**src/mfp_pkg.sv**
```systemverilog
// Shared types and constants for the management frame parser.
package mfp_pkg;

    localparam int unsigned CountW = 17;
    localparam logic [CountW-1:0] COUNT_MAX = 17'h1FFFF;

    localparam int unsigned HDR_BYTES   = 6;
    localparam int unsigned SUBTYPE_POS = 8;
    localparam int unsigned ADDR_POS    = 12;
    localparam int unsigned ADDR_NUM    = 3;
    localparam int unsigned ADDR_BYTES  = 6;
    localparam int unsigned BODY_POS    = 32;
    localparam int unsigned BODY_NUM    = 3;

    localparam logic [CountW-1:0] EVT_HDR    = 17'd8;
    localparam logic [CountW-1:0] MIN_EVENT  = 17'd32;
    localparam logic [15:0]       FRM_HDR    = 16'd24;
    localparam logic [15:0]       MIN_AUTH    = 16'd30;
    localparam logic [15:0]       MIN_ASSOC   = 16'd28;
    localparam logic [15:0]       MIN_REASSOC = 16'd34;
    localparam logic [15:0]       MIN_REASON  = 16'd26;

    localparam logic [7:0] SUBTYPE_MASK = 8'hFC;
    localparam logic [7:0] ST_ASSOC     = 8'h00;
    localparam logic [7:0] ST_REASSOC   = 8'h20;
    localparam logic [7:0] ST_PROBE     = 8'h40;
    localparam logic [7:0] ST_DISASSOC  = 8'hA0;
    localparam logic [7:0] ST_AUTH      = 8'hB0;
    localparam logic [7:0] ST_DEAUTH    = 8'hC0;
    localparam logic [7:0] ST_ACTION    = 8'hD0;

    typedef enum logic [1:0] {
        OUT_OK          = 2'd0,
        OUT_BAD_HEADER  = 2'd1,
        OUT_BAD_LENGTH  = 2'd2,
        OUT_BAD_SUBTYPE = 2'd3
    } t_outcome;

    typedef enum logic [2:0] {
        KIND_AUTH     = 3'd0,
        KIND_ASSOC    = 3'd1,
        KIND_REASSOC  = 3'd2,
        KIND_PROBE    = 3'd3,
        KIND_DEAUTH   = 3'd4,
        KIND_DISASSOC = 3'd5,
        KIND_ACTION   = 3'd6
    } t_kind;

    // Event state with the current byte already merged in.
    typedef struct packed {
        logic [CountW-1:0]          count;
        logic [47:0]                hdr;
        logic [7:0]                 sub;
        logic [ADDR_NUM-1:0][47:0]  addr;
        logic [BODY_NUM-1:0][15:0]  body;
    } t_frame_view;

endpackage

```
**src/mfp_capture.sv**
```systemverilog
// Byte counter and field capture registers for one event.
module mfp_capture (
    input  logic                 i_clk,
    input  logic                 i_rst_n,
    input  logic                 i_advance,
    input  logic [7:0]           i_byte,
    input  logic                 i_last,
    output mfp_pkg::t_frame_view o_view
);

    logic [mfp_pkg::CountW-1:0]            r_count;
    logic [47:0]                           r_hdr;
    logic [7:0]                            r_sub;
    logic [mfp_pkg::ADDR_NUM-1:0][47:0]    r_addr;
    logic [mfp_pkg::BODY_NUM-1:0][15:0]    r_body;

    mfp_pkg::t_frame_view n_view;

    always_comb begin
        n_view.count = (r_count == mfp_pkg::COUNT_MAX) ? r_count
                                                       : r_count + 17'd1;
        n_view.hdr  = r_hdr;
        n_view.sub  = r_sub;
        n_view.addr = r_addr;
        n_view.body = r_body;
        for (int j = 0; j < mfp_pkg::HDR_BYTES; j++) begin
            if (r_count == 17'(j)) begin
                n_view.hdr[j*8 +: 8] = i_byte;
            end
        end
        if (r_count == 17'(mfp_pkg::SUBTYPE_POS)) begin
            n_view.sub = i_byte;
        end
        for (int k = 0; k < mfp_pkg::ADDR_NUM; k++) begin
            for (int m = 0; m < mfp_pkg::ADDR_BYTES; m++) begin
                if (r_count == 17'(mfp_pkg::ADDR_POS + k*mfp_pkg::ADDR_BYTES + m)) begin
                    n_view.addr[k][(mfp_pkg::ADDR_BYTES-1-m)*8 +: 8] = i_byte;
                end
            end
        end
        for (int k = 0; k < mfp_pkg::BODY_NUM; k++) begin
            for (int m = 0; m < 2; m++) begin
                if (r_count == 17'(mfp_pkg::BODY_POS + k*2 + m)) begin
                    n_view.body[k][m*8 +: 8] = i_byte;
                end
            end
        end
    end

    always_ff @(posedge i_clk) begin
        if (!i_rst_n) begin
            r_count <= '0;
            r_hdr   <= '0;
            r_sub   <= '0;
            r_addr  <= '0;
            r_body  <= '0;
        end else if (i_advance) begin
            if (i_last) begin
                r_count <= '0;
                r_hdr   <= '0;
                r_sub   <= '0;
                r_addr  <= '0;
                r_body  <= '0;
            end else begin
                r_count <= n_view.count;
                r_hdr   <= n_view.hdr;
                r_sub   <= n_view.sub;
                r_addr  <= n_view.addr;
                r_body  <= n_view.body;
            end
        end
    end

    assign o_view = n_view;

endmodule

```
**src/mgmt_frame_parser_top.sv**
```systemverilog
// Management frame parser top level: input register, classify, result register.
//
// Input channel: one event byte per transaction (i_data_byte, i_last flags the
// final byte), handshake i_in_valid / o_in_stall. Output channel: one result
// per event, handshake o_out_valid / i_out_stall, carrying the outcome, the
// frame kind and the captured header, address and body fields (all zero but
// the outcome when the outcome is not ok).
// Throughput: one byte per cycle while the input is not stalled. A byte is
// held in the input register and is then counted and captured; a final byte
// loads the result register at that edge, and the result is presented from
// that register and can be taken at the following edge.
// Reset (synchronous, active low) empties both registers and clears the
// byte count and captured fields.
// A stalled result holds in the output register. Bytes that are not final
// keep flowing meanwhile; a final byte waits in the input register, and the
// input stalls only while that byte waits.
module mgmt_frame_parser_top (
    input  logic               i_clk,
    input  logic               i_rst_n,
    input  logic               i_in_valid,
    output logic               o_in_stall,
    input  logic [7:0]         i_data_byte,
    input  logic               i_last,
    output logic               o_out_valid,
    input  logic               i_out_stall,
    output logic [1:0]         o_outcome,
    output logic [2:0]         o_frame_kind,
    output logic [7:0]         o_channel,
    output logic               o_band,
    output logic signed [15:0] o_signal_dbm,
    output logic [47:0]        o_destination,
    output logic [47:0]        o_source,
    output logic [47:0]        o_bssid,
    output logic [15:0]        o_frame_length,
    output logic [15:0]        o_word_a,
    output logic [15:0]        o_word_b,
    output logic [15:0]        o_word_c
);

    logic       r_in_valid;
    logic [7:0] r_in_byte;
    logic       r_in_last;
    logic       r_out_valid;
    logic       w_advance;
    logic       w_out_blocked;

    mfp_pkg::t_frame_view w_view;

    assign w_out_blocked = r_out_valid && i_out_stall;
    assign w_advance     = r_in_valid && !(r_in_last && w_out_blocked);
    assign o_in_stall    = r_in_valid && !w_advance;

    always_ff @(posedge i_clk) begin
        if (!i_rst_n) begin
            r_in_valid <= 1'b0;
        end else if (!o_in_stall) begin
            r_in_valid <= i_in_valid;
        end
    end

    always_ff @(posedge i_clk) begin
        if (!o_in_stall && i_in_valid) begin
            r_in_byte <= i_data_byte;
            r_in_last <= i_last;
        end
    end

    mfp_capture u_capture (
        .i_clk     (i_clk),
        .i_rst_n   (i_rst_n),
        .i_advance (w_advance),
        .i_byte    (r_in_byte),
        .i_last    (r_in_last),
        .o_view    (w_view)
    );

    logic [7:0]        w_chan;
    logic [7:0]        w_bandb;
    logic [15:0]       w_flen;
    logic [7:0]        w_sub;
    logic [15:0]       w_need;
    logic [15:0]       w_wa;
    logic [15:0]       w_wb;
    logic [15:0]       w_wc;
    logic              w_known;
    mfp_pkg::t_kind    w_kind;
    mfp_pkg::t_outcome w_outcome;

    assign w_chan  = w_view.hdr[7:0];
    assign w_bandb = w_view.hdr[15:8];
    assign w_flen  = w_view.hdr[47:32];
    assign w_sub   = w_view.sub & mfp_pkg::SUBTYPE_MASK;

    always_comb begin
        w_known = 1'b1;
        w_kind  = mfp_pkg::KIND_AUTH;
        w_need  = '0;
        w_wa    = '0;
        w_wb    = '0;
        w_wc    = '0;
        case (w_sub)
            mfp_pkg::ST_AUTH: begin
                w_kind = mfp_pkg::KIND_AUTH;
                w_need = mfp_pkg::MIN_AUTH;
                w_wa   = w_view.body[0];
                w_wb   = w_view.body[1];
                w_wc   = w_view.body[2];
            end
            mfp_pkg::ST_ASSOC: begin
                w_kind = mfp_pkg::KIND_ASSOC;
                w_need = mfp_pkg::MIN_ASSOC;
                w_wa   = w_view.body[0];
                w_wb   = w_view.body[1];
            end
            mfp_pkg::ST_REASSOC: begin
                w_kind = mfp_pkg::KIND_REASSOC;
                w_need = mfp_pkg::MIN_REASSOC;
                w_wa   = w_view.body[0];
                w_wb   = w_view.body[1];
            end
            mfp_pkg::ST_PROBE: begin
                w_kind = mfp_pkg::KIND_PROBE;
            end
            mfp_pkg::ST_DEAUTH: begin
                w_kind = mfp_pkg::KIND_DEAUTH;
                w_need = mfp_pkg::MIN_REASON;
                w_wa   = w_view.body[0];
            end
            mfp_pkg::ST_DISASSOC: begin
                w_kind = mfp_pkg::KIND_DISASSOC;
                w_need = mfp_pkg::MIN_REASON;
                w_wa   = w_view.body[0];
            end
            mfp_pkg::ST_ACTION: begin
                w_kind = mfp_pkg::KIND_ACTION;
            end
            default: begin
                w_known = 1'b0;
            end
        endcase
    end

    always_comb begin
        if (w_view.count < mfp_pkg::MIN_EVENT || w_chan == 8'd0 || w_bandb > 8'd1) begin
            w_outcome = mfp_pkg::OUT_BAD_HEADER;
        end else if (w_flen < mfp_pkg::FRM_HDR
                     || ({1'b0, w_flen} + mfp_pkg::EVT_HDR) > w_view.count) begin
            w_outcome = mfp_pkg::OUT_BAD_LENGTH;
        end else if (!w_known) begin
            w_outcome = mfp_pkg::OUT_BAD_SUBTYPE;
        end else if (w_flen < w_need) begin
            w_outcome = mfp_pkg::OUT_BAD_LENGTH;
        end else begin
            w_outcome = mfp_pkg::OUT_OK;
        end
    end

    logic w_load;
    logic w_ok;

    assign w_load = w_advance && r_in_last;
    assign w_ok   = (w_outcome == mfp_pkg::OUT_OK);

    always_ff @(posedge i_clk) begin
        if (!i_rst_n) begin
            r_out_valid <= 1'b0;
        end else if (w_load) begin
            r_out_valid <= 1'b1;
        end else if (!i_out_stall) begin
            r_out_valid <= 1'b0;
        end
    end

    always_ff @(posedge i_clk) begin
        if (w_load) begin
            o_outcome      <= w_outcome;
            o_frame_kind   <= w_ok ? w_kind : 3'd0;
            o_channel      <= w_ok ? w_chan : 8'd0;
            o_band         <= w_ok && (w_bandb != 8'd0);
            o_signal_dbm   <= w_ok ? w_view.hdr[31:16] : 16'sd0;
            o_destination  <= w_ok ? w_view.addr[0] : 48'd0;
            o_source       <= w_ok ? w_view.addr[1] : 48'd0;
            o_bssid        <= w_ok ? w_view.addr[2] : 48'd0;
            o_frame_length <= w_ok ? w_flen : 16'd0;
            o_word_a       <= w_ok ? w_wa : 16'd0;
            o_word_b       <= w_ok ? w_wb : 16'd0;
            o_word_c       <= w_ok ? w_wc : 16'd0;
        end
    end

    assign o_out_valid = r_out_valid;

`ifndef SYNTHESIS
    a_fail_zero: assert property (@(posedge i_clk) disable iff (!i_rst_n)
        (o_out_valid && o_outcome != mfp_pkg::OUT_OK)
            |-> (o_frame_kind == 3'd0 && o_channel == 8'd0 && o_frame_length == 16'd0))
        else $error("failed outcome carries nonzero fields");

    a_stall_last: assert property (@(posedge i_clk) disable iff (!i_rst_n)
        o_in_stall |-> (r_in_valid && r_in_last && r_out_valid && i_out_stall))
        else $error("input stalled without a waiting final byte");

    a_result_src: assert property (@(posedge i_clk) disable iff (!i_rst_n)
        (r_out_valid && !$past(r_out_valid)) |-> $past(r_in_valid && r_in_last))
        else $error("result without a final byte");

    a_reset_empty: assert property (@(posedge i_clk)
        (i_rst_n && !$past(i_rst_n)) |-> (!r_out_valid && !r_in_valid))
        else $error("registers not empty after reset");
`endif

endmodule

```
**config.mk**
```make
export PLATFORM = sky130hd
export DESIGN_NAME = mgmt_frame_parser_top
export DESIGN_NICKNAME = d
export VERILOG_FILES = /design/src/mfp_pkg.sv /design/src/mfp_capture.sv /design/src/mgmt_frame_parser_top.sv
export SDC_FILE = /design/constraint.sdc
export NUM_CORES = 1
export LEC_CHECK = 0
export BUFFER_PORTS_ARGS = -buffer_cell sky130_fd_sc_hd__buf_2
export CAP_MARGIN = 0
export CORE_MARGIN = 2
export CORE_UTILIZATION = 60
export CTS_CLUSTER_SIZE = 16
export DETAILED_ROUTE_END_ITERATION = 8
export GPL_ROUTABILITY_DRIVEN = 0
export MAX_ROUTING_LAYER = met4
export PLACE_DENSITY = 0.89
export SLEW_MARGIN = 10
export SYNTH_ARGS = -nofsm -noshare
export SYNTH_HDL_FRONTEND = slang
export SYNTH_SLANG_ARGS = --single-unit
```
**constraint.sdc**
```tcl
create_clock -name i_clk -period 10.4 [get_ports i_clk]
set_input_delay 2.6 -clock i_clk [delete_from_list [all_inputs] [get_ports i_clk]]
set_output_delay 2.6 -clock i_clk [all_outputs]
set_load 0.01 [all_outputs]
```
# Word-level counts from Yosys, hierarchy flattened
# Index checks and enable logic that the tools add are counted.
dict set report totals {
  latch_bits 0
  memories 0
  inputBits 13
  out_inout_bits 240
  reg_bits 512
  word_cells 141
  mem_bits_rw 0
  romBits 0
}
dict set report classes {
  multipliers 0
  add_sub_neg 2
  mux 46
  shift 0
  div 0
  eq_ne 38
  n_reduce_logical 25
  magnitude_cmp 5
  bitwise_logic 0
}
# op n
set op_table {}
lappend op_table {{8-bit two-way mux} 32}
lappend op_table {{17-bit by 5-bit == test with 1-bit output, second input constant} 14}
lappend op_table {{144-bit two-way mux} 1}
lappend op_table {{17-bit by 6-bit == test with 1-bit output, second input constant} 6}
lappend op_table {{48-bit two-way mux} 2}
lappend op_table {{17-bit by 4-bit == test with 1-bit output, second input constant} 5}
lappend op_table {{17-bit by 2-bit == test with 1-bit output, second input constant} 2}
lappend op_table {{17-bit by 3-bit == test with 1-bit output, second input constant} 2}
lappend op_table {{17-bit two-way mux} 2}
lappend op_table {{6-bit == test, second input constant} 4}
lappend op_table {{6-bit case mux with 4 select lines} 1}
lappend op_table {{3-bit case mux with 6 select lines} 1}
lappend op_table {{16-bit by 4-bit adder with 17-bit output, second input constant} 1}
lappend op_table {{17-bit by 1-bit adder with 17-bit output, second input constant} 1}
lappend op_table {{17-bit by 1-bit == test with 1-bit output, second input constant} 1}
lappend op_table {{17-bit == test, second input constant} 1}
lappend op_table {{17-bit > comparator} 1}
lappend op_table {{17-bit logical NOT} 1}
lappend op_table {{17-bit by 6-bit less-than comparator with 1-bit output, second input constant} 1}
lappend op_table {{8-bit logical NOT} 2}
lappend op_table {{16-bit less-than comparator} 1}
lappend op_table {{16-bit by 5-bit less-than comparator with 1-bit output, second input constant} 1}
lappend op_table {{8-bit by 1-bit > comparator with 1-bit output, second input constant} 1}
lappend op_table {{2-bit two-way mux} 4}
lappend op_table {{14 further kinds} 28}

# Logic depth before layout (Yosys ltp)
# Gate-level depths: netlist of run 1.
dict set report depth {
  depth_word 12
  ltp_mapped 24
  ltp_nobuf 20
}

# Hierarchy
# A second synthesis of run 1 with hierarchy kept.
dict set report unflattened {
  hier_cells 2594
  area_unflattened_um2 26885.8
}
# module seq_area_each_um2 instances cells_per_inst area_per_inst_um2
set modules_own_cells {}
lappend modules_own_cells {mfp_capture 5305.1 1 1824 14166.1}
lappend modules_own_cells {mgmt_frame_parser_top 7457.2 1 770 12719.7}

# Worst setup path after synthesis of run 1
# No wires, ideal clock.
dict set report synth_timing {
  path_kind {input-to-reg}
  from {input port i_out_stall}
  to {register o_band, enable pin}
  cell_stages 6
  t_required_ps 9811
  setup_slack_ps 1755
  arrival_ps 8056
  setup_ps 589
  n_path_buf 2
  path_cell_list {nand3_1 -> and2_1 -> clkbuf_1 -> clkbuf_1 -> nand2_1 -> inv_1}
}
dict set report synth_between {
  elab_chain_len 5
}
# element line
set synth_rtl {}
lappend synth_rtl {{from (decl)} mgmt_frame_parser_top.sv:25} ;# input logic i_out_stall,
lappend synth_rtl {{1-bit logical AND} mgmt_frame_parser_top.sv:49} ;# assign w_out_blocked = r_out_valid && i_out_stall;
lappend synth_rtl {{1-bit logical AND} mgmt_frame_parser_top.sv:50} ;# assign w_advance = r_in_valid && !(r_in_last && w_out_blocked);
lappend synth_rtl {{1-bit logical NOT} mgmt_frame_parser_top.sv:50}
lappend synth_rtl {{1-bit logical AND} mgmt_frame_parser_top.sv:50}
lappend synth_rtl {{1-bit logical AND} mgmt_frame_parser_top.sv:161} ;# assign w_load = w_advance && r_in_last;
lappend synth_rtl {{named net w_load} mgmt_frame_parser_top.sv:158} ;# logic w_load;
lappend synth_rtl {{to (signal assigned)} mgmt_frame_parser_top.sv:179} ;# o_band <= w_ok && (w_bandb != 8'd0);
lappend synth_rtl {{to (decl)} mgmt_frame_parser_top.sv:29} ;# output logic o_band,
# The timed path passes the listed nets, and every way through them passes these cells.
# A chain may end at the register's enable or synchronous reset.

==> impl_metrics.csv, run 1 <==
group,metric,value,unit
cts,clkSlewWorstSetupHoldPaths,80,ps
global_route,grt_max_degree,184,
cts,numClockSinks,512,
cts,cts_setup_buffers,0,
cells_and_area,drive_gt1_share,20.9,%
yosys,synth_cell_type_count,74,
yosys,syn-cell-area,25000,µm²
cts,cts_resized,0,
cts,cts_hold_buf,0,
worst_setup_path,crit_path_start_kind,"flip-flop",
power_and_ir_drop,peakVddDrop,0.116,mV
worst_setup_path,reg2reg_from,"u_capture.r_count[6]",
power_and_ir_drop,p_leak,9.60,nW
yosys,synth_area_leader_cell,"edfxtp_1",
yosys,synth_nets,2463,
die,io_pins,253,
die,core_area,41000,µm²
die,dieArea,43300,µm²
worst_setup_path,rr_worst_depth,19,
cells_and_area,area_delta_synth_final,11.8,%
timing,finalWorstSetupSlack,2980,ps
run_status,outcome,"finished clean",
global_route,antenna_found_initial,1,
routing,drc,0,
min_path,min_path_cells,2,
yosys,synth.avg_cell_area,10.3,µm²
cells_and_area,fill_cells,2813,
run,maxCapViolCount,0,
yosys,synth_area_leaders,"edfxtp_1 (30%), dfxtp_1 (21%), a22oi_1 (7.4%)",
timing,slew_viol_final,0,
timing,timing.hold.ws,534,ps
worst_setup_path,worst-endpoint-required,10700,ps
routing,via_count,20800,
timing,rsz0062_at_grt,"no",
cells_and_area,nets,2549,
yosys,synth-edff-count,247,
global_route,grt.total_usage,34.1,%
routing,viasPerCell,6.75,
placed_design,dpl_worst_slack,3330,ps
timing,setup_viol,0,
yosys,synth_seq_cells,512,
cts,cts.path.max_buffers,3,
die,dieHeight,208,µm
worst_setup_path,cp_slowest_stage_delay,810,ps
timing,fin_worst_skew,28.8,ps
worst_setup_path,path_cells,"nor4_2 > and4b_1 > nand3_1 > o21ai_0 > ha_1 > nand2_1 > mux2i_1 > and4b_1 > xnor2_1 > mux2i_1 > ha_1 > nand4_1 > nor3_1 > o21ai_0 > a31oi_1 > o21a_1 > a221o_4 > buf_4 > nor3_1",
routing,ant_nets,0,
cts,tritoncts,"built",
worst_setup_path,regToRegSetupSlack,2980,ps
placed_design,post-dp-hpwl,43500,µm
routing,dr.first_iter.drc_count,2946,
power_and_ir_drop,powerDensity,151,nW/µm²
timing,tightest_slew,1220,ps
timing,relSlewSlack,18.9,%
yosys,synthFlopType,"dfxtp_1",
routing,wire_per_inst,24.0,µm
global_route,grt_pass1_vias,19800,
cells_and_area,multiInputGateArea,11400,µm²
yosys,yosysWarnings,0,
min_path,min_path_type,"flip-flop to flip-flop",
yosys,synthArstFlopShare,0,%
worst_setup_path,crit_arrival,7720,ps
worst_setup_path,critPathCaptureType,"flip-flop",
global_route,grt_pass1_wl,114000,µm
timing,layout_min_cycle_time,7420,ps
yosys,synth-seq-area-share,50.8,%
cts,h-tree-depth,2,
timing,setup_tns,0,ps
routing,wl,74200,µm
die,initial_core_util,61.0,%
yosys,syn_inst,2424,
cts,cts-root-buf,"clkbuf_16",
die,rows,74,
placed_design,port_buffers,252,
min_path,worstHoldEndpoint,"u_capture.r_body[39]",
worst_setup_path,critPathSlowestCell,"buf_4",
cells_and_area,seqCellArea,12700,µm²
global_route,grt-ovfl-total,0,
timing,post-route-period-util,71.4,%
die,die_w,208,µm
timing,max_freq,135,MHz
cts,cts_buffers,50,
routing,first_pass_iters,7,
worst_setup_path,worstPathMaxFanout,84,
timing,hold_viol,0,
cts,clkLatencyLatePin,620,ps
worst_setup_path,worstSetupPathType,"flip-flop to flip-flop",
worst_setup_path,regToRegEndpoint,"o_word_c[4]",
yosys,synth_top_area_share,29.6,%
min_path,hp-start,"u_capture.r_body[39]",
[metal layers]
layer  up-vias  global-route usage [%]  wire length [µm]
li1       9089                       -                 -
met1      9866                    43.0             28100
met2      1513                    52.3             33900
met3       362                    6.34              7840
met4         0                    18.4              4280
met5         -                       -                 0
[how the worst max path moves through the flow]
| stage | slack, ps | endpoint | start | depth (start not counted) |
|---|---|---|---|---|
| detailed placement | 3330 | o_word_c[4] | u_capture.r_count[13] | 19 |
| global route | 2590 | o_word_c[4] | u_capture.r_count[6] | 19 |
| finish | 2980 | o_word_c[4] | u_capture.r_count[6] | 19 |
| global placement | 3770 | o_word_c[12] | u_capture.r_count[13] | 19 |
| CTS | 3300 | o_word_c[4] | u_capture.r_count[6] | 19 |
| floorplan | 1750 | o_band | i_out_stall | 6 |
[layout make-up]
cell class | instances | share of cell area, %
Tap cell | 532 | 2.38
Multi-Input combinational cell | 1658 | 40.6
Sequential cell | 512 | 45.5
Inverter | 15 | 0.228
Timing Repair Buffer | 273 | 5.13
Clock buffer | 65 | 5.02
Clock inverter | 28 | 1.12
Antenna cell | 1 | 0.00895
[critical path, delay by kind of cell, from the launching register on]
family,cells,cell delay (ps)
buf+inv,1,810
mux,2,670
xor+xnor,1,120
simple gates,8,2440
compound gates,5,1840
fa+ha+maj,2,620
flops,1,420
[state kept, by name, indices dropped and copies added (netlist names), 17 cells and up]
register           cells
o_bssid               48
o_destination         48
o_source              48
u_capture.r_addr     144
u_capture.r_body      48
u_capture.r_count     17
u_capture.r_hdr       48
[placed cells by master, fill, tap and decap left out, types with 34 or more instances in the layout]
master     instances
nand2_1          207
buf_2            251
nor2b_1          262
dfxtp_1          265
mux2i_1          107
nor2_1            58
nor4_1            62
or4_1             34
clkbuf_16         52
edfxtp_1         247
a22oi_1          246
mux2_2           126
nor3_1           190
[Yosys cell counts (4+ instances only)]
master,instances
or4_1,34
a21oi_1,22
and4_1,5
clkbuf_1,186
nor3_1,190
buf_6,5
nand2b_1,5
mux2_2,126
buf_2,35
xor2_1,14
o21ai_1,22
a21o_1,14
a21boi_0,4
a32oi_1,6
nor3b_1,4
o21a_1,8
nand3_1,28
o31ai_1,4
a22oi_1,246
mux2i_1,107
and3_1,15
nor2_1,60
nor2_2,5
dfxtp_1,265
or3_1,23
nor4_1,62
ha_1,26
xnor2_1,12
inv_1,15
and2_1,23
a31oi_1,8
nand2_1,208
buf_1,11
o21ai_0,28
nor3_2,16
nor2b_1,268
nand4_1,14
edfxtp_1,247
[where the power goes]
group	leakage (nW)	internal, mW	total [mW]	switching [mW]
registers	4.60	2.12	2.13	0.00790
clock network	0.838	1.09	1.91	0.823
logic	4.16	0.0441	0.183	0.139
total	9.60	3.25	4.22	0.969
[kinds of logic (layout without fill, tap and decap cells)]
logic type      count (synthesis)  in the layout  share of synthesized area [%]
simple gates                  979            979                           21.5
buf+inv                       254            381                           4.17
mux                           234            234                           10.0
other cells                     0              1                              0
xor+xnor                       26             26                          0.910
fa+ha+maj                      26             26                           1.30
compound gates                393            393                           11.3
flops                         512            512                           50.8
[stage by stage]
step / util, % / total power [mW] / instances / cell area, µm²
after floorplan: - / 2.28 / 2424 / 25000
after global placement: 64.0 / 2.35 / 2990 / 26200
after detailed placement: 64.0 / 2.35 / 2990 / 26200
after CTS: 68.1 / 4.22 / 3083 / 27900
after global routing: 68.2 / 4.31 / 3084 / 28000
final: 68.2 / 4.22 / 3084 / 28000
Power figures use the tool's default switching activity.
==> run 2: changes to the inputs <==
ABC_AREA = 1   (was unset)
CORE_UTILIZATION = 59   (was 60)
PLACE_DENSITY = 0.88   (was 0.89)
clock period = 7.15 ns   (was 10.4 ns; I/O delays follow)
==> run 2 against run 1 <==
Flip-flop and latch count unchanged. Synthesized cell count grew 16%. Routed wire length decreased by 18%. Non-clock buffer count fell by 3. Clock power is 40% higher. First-iteration DRC count decreased by 26%. Sequential share of layout area is 3.5 points higher. Highest routed layer unchanged.
==> impl_metrics.csv, run 2 <==
group,metric,value,unit
timing,setup_tns,0,ps
worst_setup_path,rr_worst_depth,23,
die,initial_core_util,59.5,%
timing,post-route-period-util,82.0,%
worst_setup_path,crit_path_start_kind,"flip-flop",
worst_setup_path,critPathCaptureType,"flip-flop",
yosys,synth_nets,2859,
cells_and_area,largest_register,"u_capture.r_addr",
yosys,synthArstFlopShare,0,%
cts,cts.path.max_buffers,3,
placed_design,placed_cells,3444,
routing,drc,0,
yosys,synth_most_common_cell,"nand2_1",
yosys,synth-edff-count,247,
die,dieArea,40400,µm²
power_and_ir_drop,peakVddDrop,0.168,mV
cells_and_area,fill_cells,2946,
cts,cts_buffers,51,
routing,dr.first_iter.drc_count,2171,
worst_setup_path,worst-endpoint-required,7590,ps
cts,clkLatencyLatePin,610,ps
timing,layout_min_cycle_time,5870,ps
worst_setup_path,cp_num_cells,23,
routing,viasPerCell,5.57,
worst_setup_path,crit_arrival,6300,ps
cells_and_area,nets,3018,
yosys,synth_area_leader_cell,"edfxtp_1",
routing,wl,60700,µm
worst_setup_path,cp_common_cell,"nand2_1",
yosys,synth_area_leaders,"edfxtp_1 (32%), dfxtp_1 (23%), nand2_1 (13%)",
placed_design,port_buffers,252,
cells_and_area,layout_common_cells,"nand2_1 (762), nor2_1 (353), a21oi_1 (316), inv_1 (298), dfxtp_1 (265)",
worst_setup_path,path_delay_family,"simple AND/OR/NAND/NOR gates",
cts,cts_setup_buffers,0,
timing,fin_worst_skew,17.4,ps
routing,via_count,19700,
cts,cts-root-buf,"clkbuf_16",
worst_setup_path,worstSetupPathType,"flip-flop to flip-flop",
die,rows,72,
power_and_ir_drop,power,5.95,mW
cells_and_area,fin_cells,3540,
global_route,busiest_layer,"met2",
cells_and_area,largest_reg_flops,144,
cts,clkSlewWorstSetupHoldPaths,60,ps
cts,tritoncts,"built",
placed_design,post-dp-hpwl,36500,µm
timing,max_freq,170,MHz
min_path,min_path_cells,2,
yosys,synth-seq-area-share,55.6,%
worst_setup_path,critPathSlowestCell,"buf_4",
timing,finalWorstSetupSlack,1280,ps
timing,timing.hold.ws,465,ps
cts,cts_hold_buf,0,
run,maxCapViolCount,0,
placed_design,dpl_worst_slack,1550,ps
cts,cts_resized,0,
global_route,grt_pass1_vias,18700,
power_and_ir_drop,powerDensity,229,nW/µm²
yosys,yosysWarnings,0,
yosys,synthTopCellsByCount,"nand2_1 (763), nor2_1 (354), a21oi_1 (316), inv_1 (300), dfxtp_1 (265)",
die,die_w,201,µm
global_route,grtUsageMet1,38.4,%
worst_setup_path,path_buf_inv,2,
min_path,min_path_type,"flip-flop to flip-flop",
global_route,grt_max_degree,218,
yosys,synth.avg_cell_area,8.11,µm²
cells_and_area,area_delta_synth_final,13.6,%
global_route,antenna_found_initial,1,
timing,slew_viol_final,0,
die,dieHeight,201,µm
worst_setup_path,cp_slowest_stage_delay,500,ps
cells_and_area,drive_gt1_share,14.0,%
global_route,grt-ovfl-total,0,
routing,wire_per_inst,17.1,µm
global_route,use_met3,4.79,%
timing,setup_viol,0,
routing,first_pass_iters,8,
yosys,synth_seq_cells,512,
yosys,syn-cell-area,22900,µm²
run_status,outcome,"finished clean",
yosys,synthFlopType,"dfxtp_1",
timing,tightest_slew,1450,ps
yosys,synth_cell_type_count,44,
timing,hold_viol,0,
global_route,grt.total_usage,30.6,%
routing,ant_nets,0,
cts,numClockSinks,512,
global_route,grt_pass1_wl,96600,µm
yosys,syn_inst,2820,
cells_and_area,final_common_cell,"nand2_1",
worst_setup_path,worstPathMaxFanout,78,
die,io_pins,253,
power_and_ir_drop,p_leak,9.55,nW
worst_setup_path,path_cells,"nor2_1 > nand2_1 > nor2_4 > nand3_2 > o21ai_1 > ha_1 > nand2_1 > nor2_1 > nand3_1 > nor4_1 > nand3_1 > xor2_1 > inv_1 > ha_1 > nand4_1 > nor4b_1 > nand2_1 > o21ai_0 > nand2_1 > nor2_4 > nand3_4 > buf_4 > nor2_1",
cts,h-tree-depth,2,
global_route,grt_use_met2,48.4,%
die,core_area,38500,µm²
timing,rsz0062_at_grt,"no",
yosys,synth_top_area_share,32.4,%
cells_and_area,antenna_cells,0,
timing,relSlewSlack,3.37,%
==> run 2: changes by cell type after synthesis, moves of 70 or more <==
cell,delta
nor2b_1,-268
clkbuf_1,-70
a22oi_1,-246
mux2_2,-126
nand2_1,+555
nor2_1,+294
o21ai_0,+163
a21oi_1,+294
mux2i_1,-107
inv_1,+285
nor3_1,-170
==> run 2: power breakdown <==
group	total [mW]	switching, mW	internal [mW]
Clock	2.68	1.13	1.54
Sequential	3.09	0.0103	3.08
Combinational	0.184	0.156	0.0275
Total	5.95	1.30	4.65
==> run 2: layer usage <==
metal	wire, µm	part of all wire (%)
met5	0	0
met1	23600	39
met2	28500	47
met3	5360	8.8
met4	3160	5.2
==> run 2: worst reg2reg max path: cells and delay by family, from the launching register on <==
| family | cells | cell delay [ps] |
|---|---|---|
| compound gates | 2 | 550 |
| xor+xnor | 1 | 180 |
| fa+ha+maj | 2 | 580 |
| buf+inv | 2 | 560 |
| flops | 1 | 360 |
| simple gates | 16 | 3490 |
==> run 2: worst paths after layout <==
check	startpoint	to	slack (ps)
hold reg to reg	u_capture.r_hdr[7]	u_capture.r_hdr[7]	470
setup reg to reg	u_capture.r_count[14]	o_bssid[32]	1280
hold / removal	u_capture.r_hdr[7]	u_capture.r_hdr[7]	470
setup / recovery	u_capture.r_count[14]	o_bssid[32]	1280
==> run 2: stage by stage <==
step	instance area, µm²	util (%)
after floorplan	22900	-
after global placement	24300	63.2
after detailed placement	24300	63.2
after CTS	26000	67.5
after global routing	26000	67.5
final	26000	67.5
==> run 2: cell type report <==
| cell class | instances | area, µm² | area share, % |
|---|---|---|---|
| Clock inverter | 21 | 228 | 0.877 |
| Multi-Input combinational cell | 1836 | 8340 | 32.1 |
| Timing Repair Buffer | 270 | 1430 | 5.52 |
| Inverter | 308 | 1160 | 4.48 |
| Clock buffer | 75 | 1440 | 5.53 |
| Tap cell | 518 | 648 | 2.50 |
| Sequential cell | 512 | 12700 | 49.0 |
==> run 2: logic make-up (layout without fill, tap and decap cells) <==
logic type / after synthesis / after routing / synth area share [%]
AOI/OAI and AO/OA: 530 / 530 / 11.8
and+or+nand+nor: 1257 / 1257 / 22.3
adders and majority gates: 26 / 26 / 1.42
xor gates and xnor gates: 23 / 23 / 0.881
DFF: 512 / 512 / 55.6
buffers and inverters: 472 / 674 / 7.98
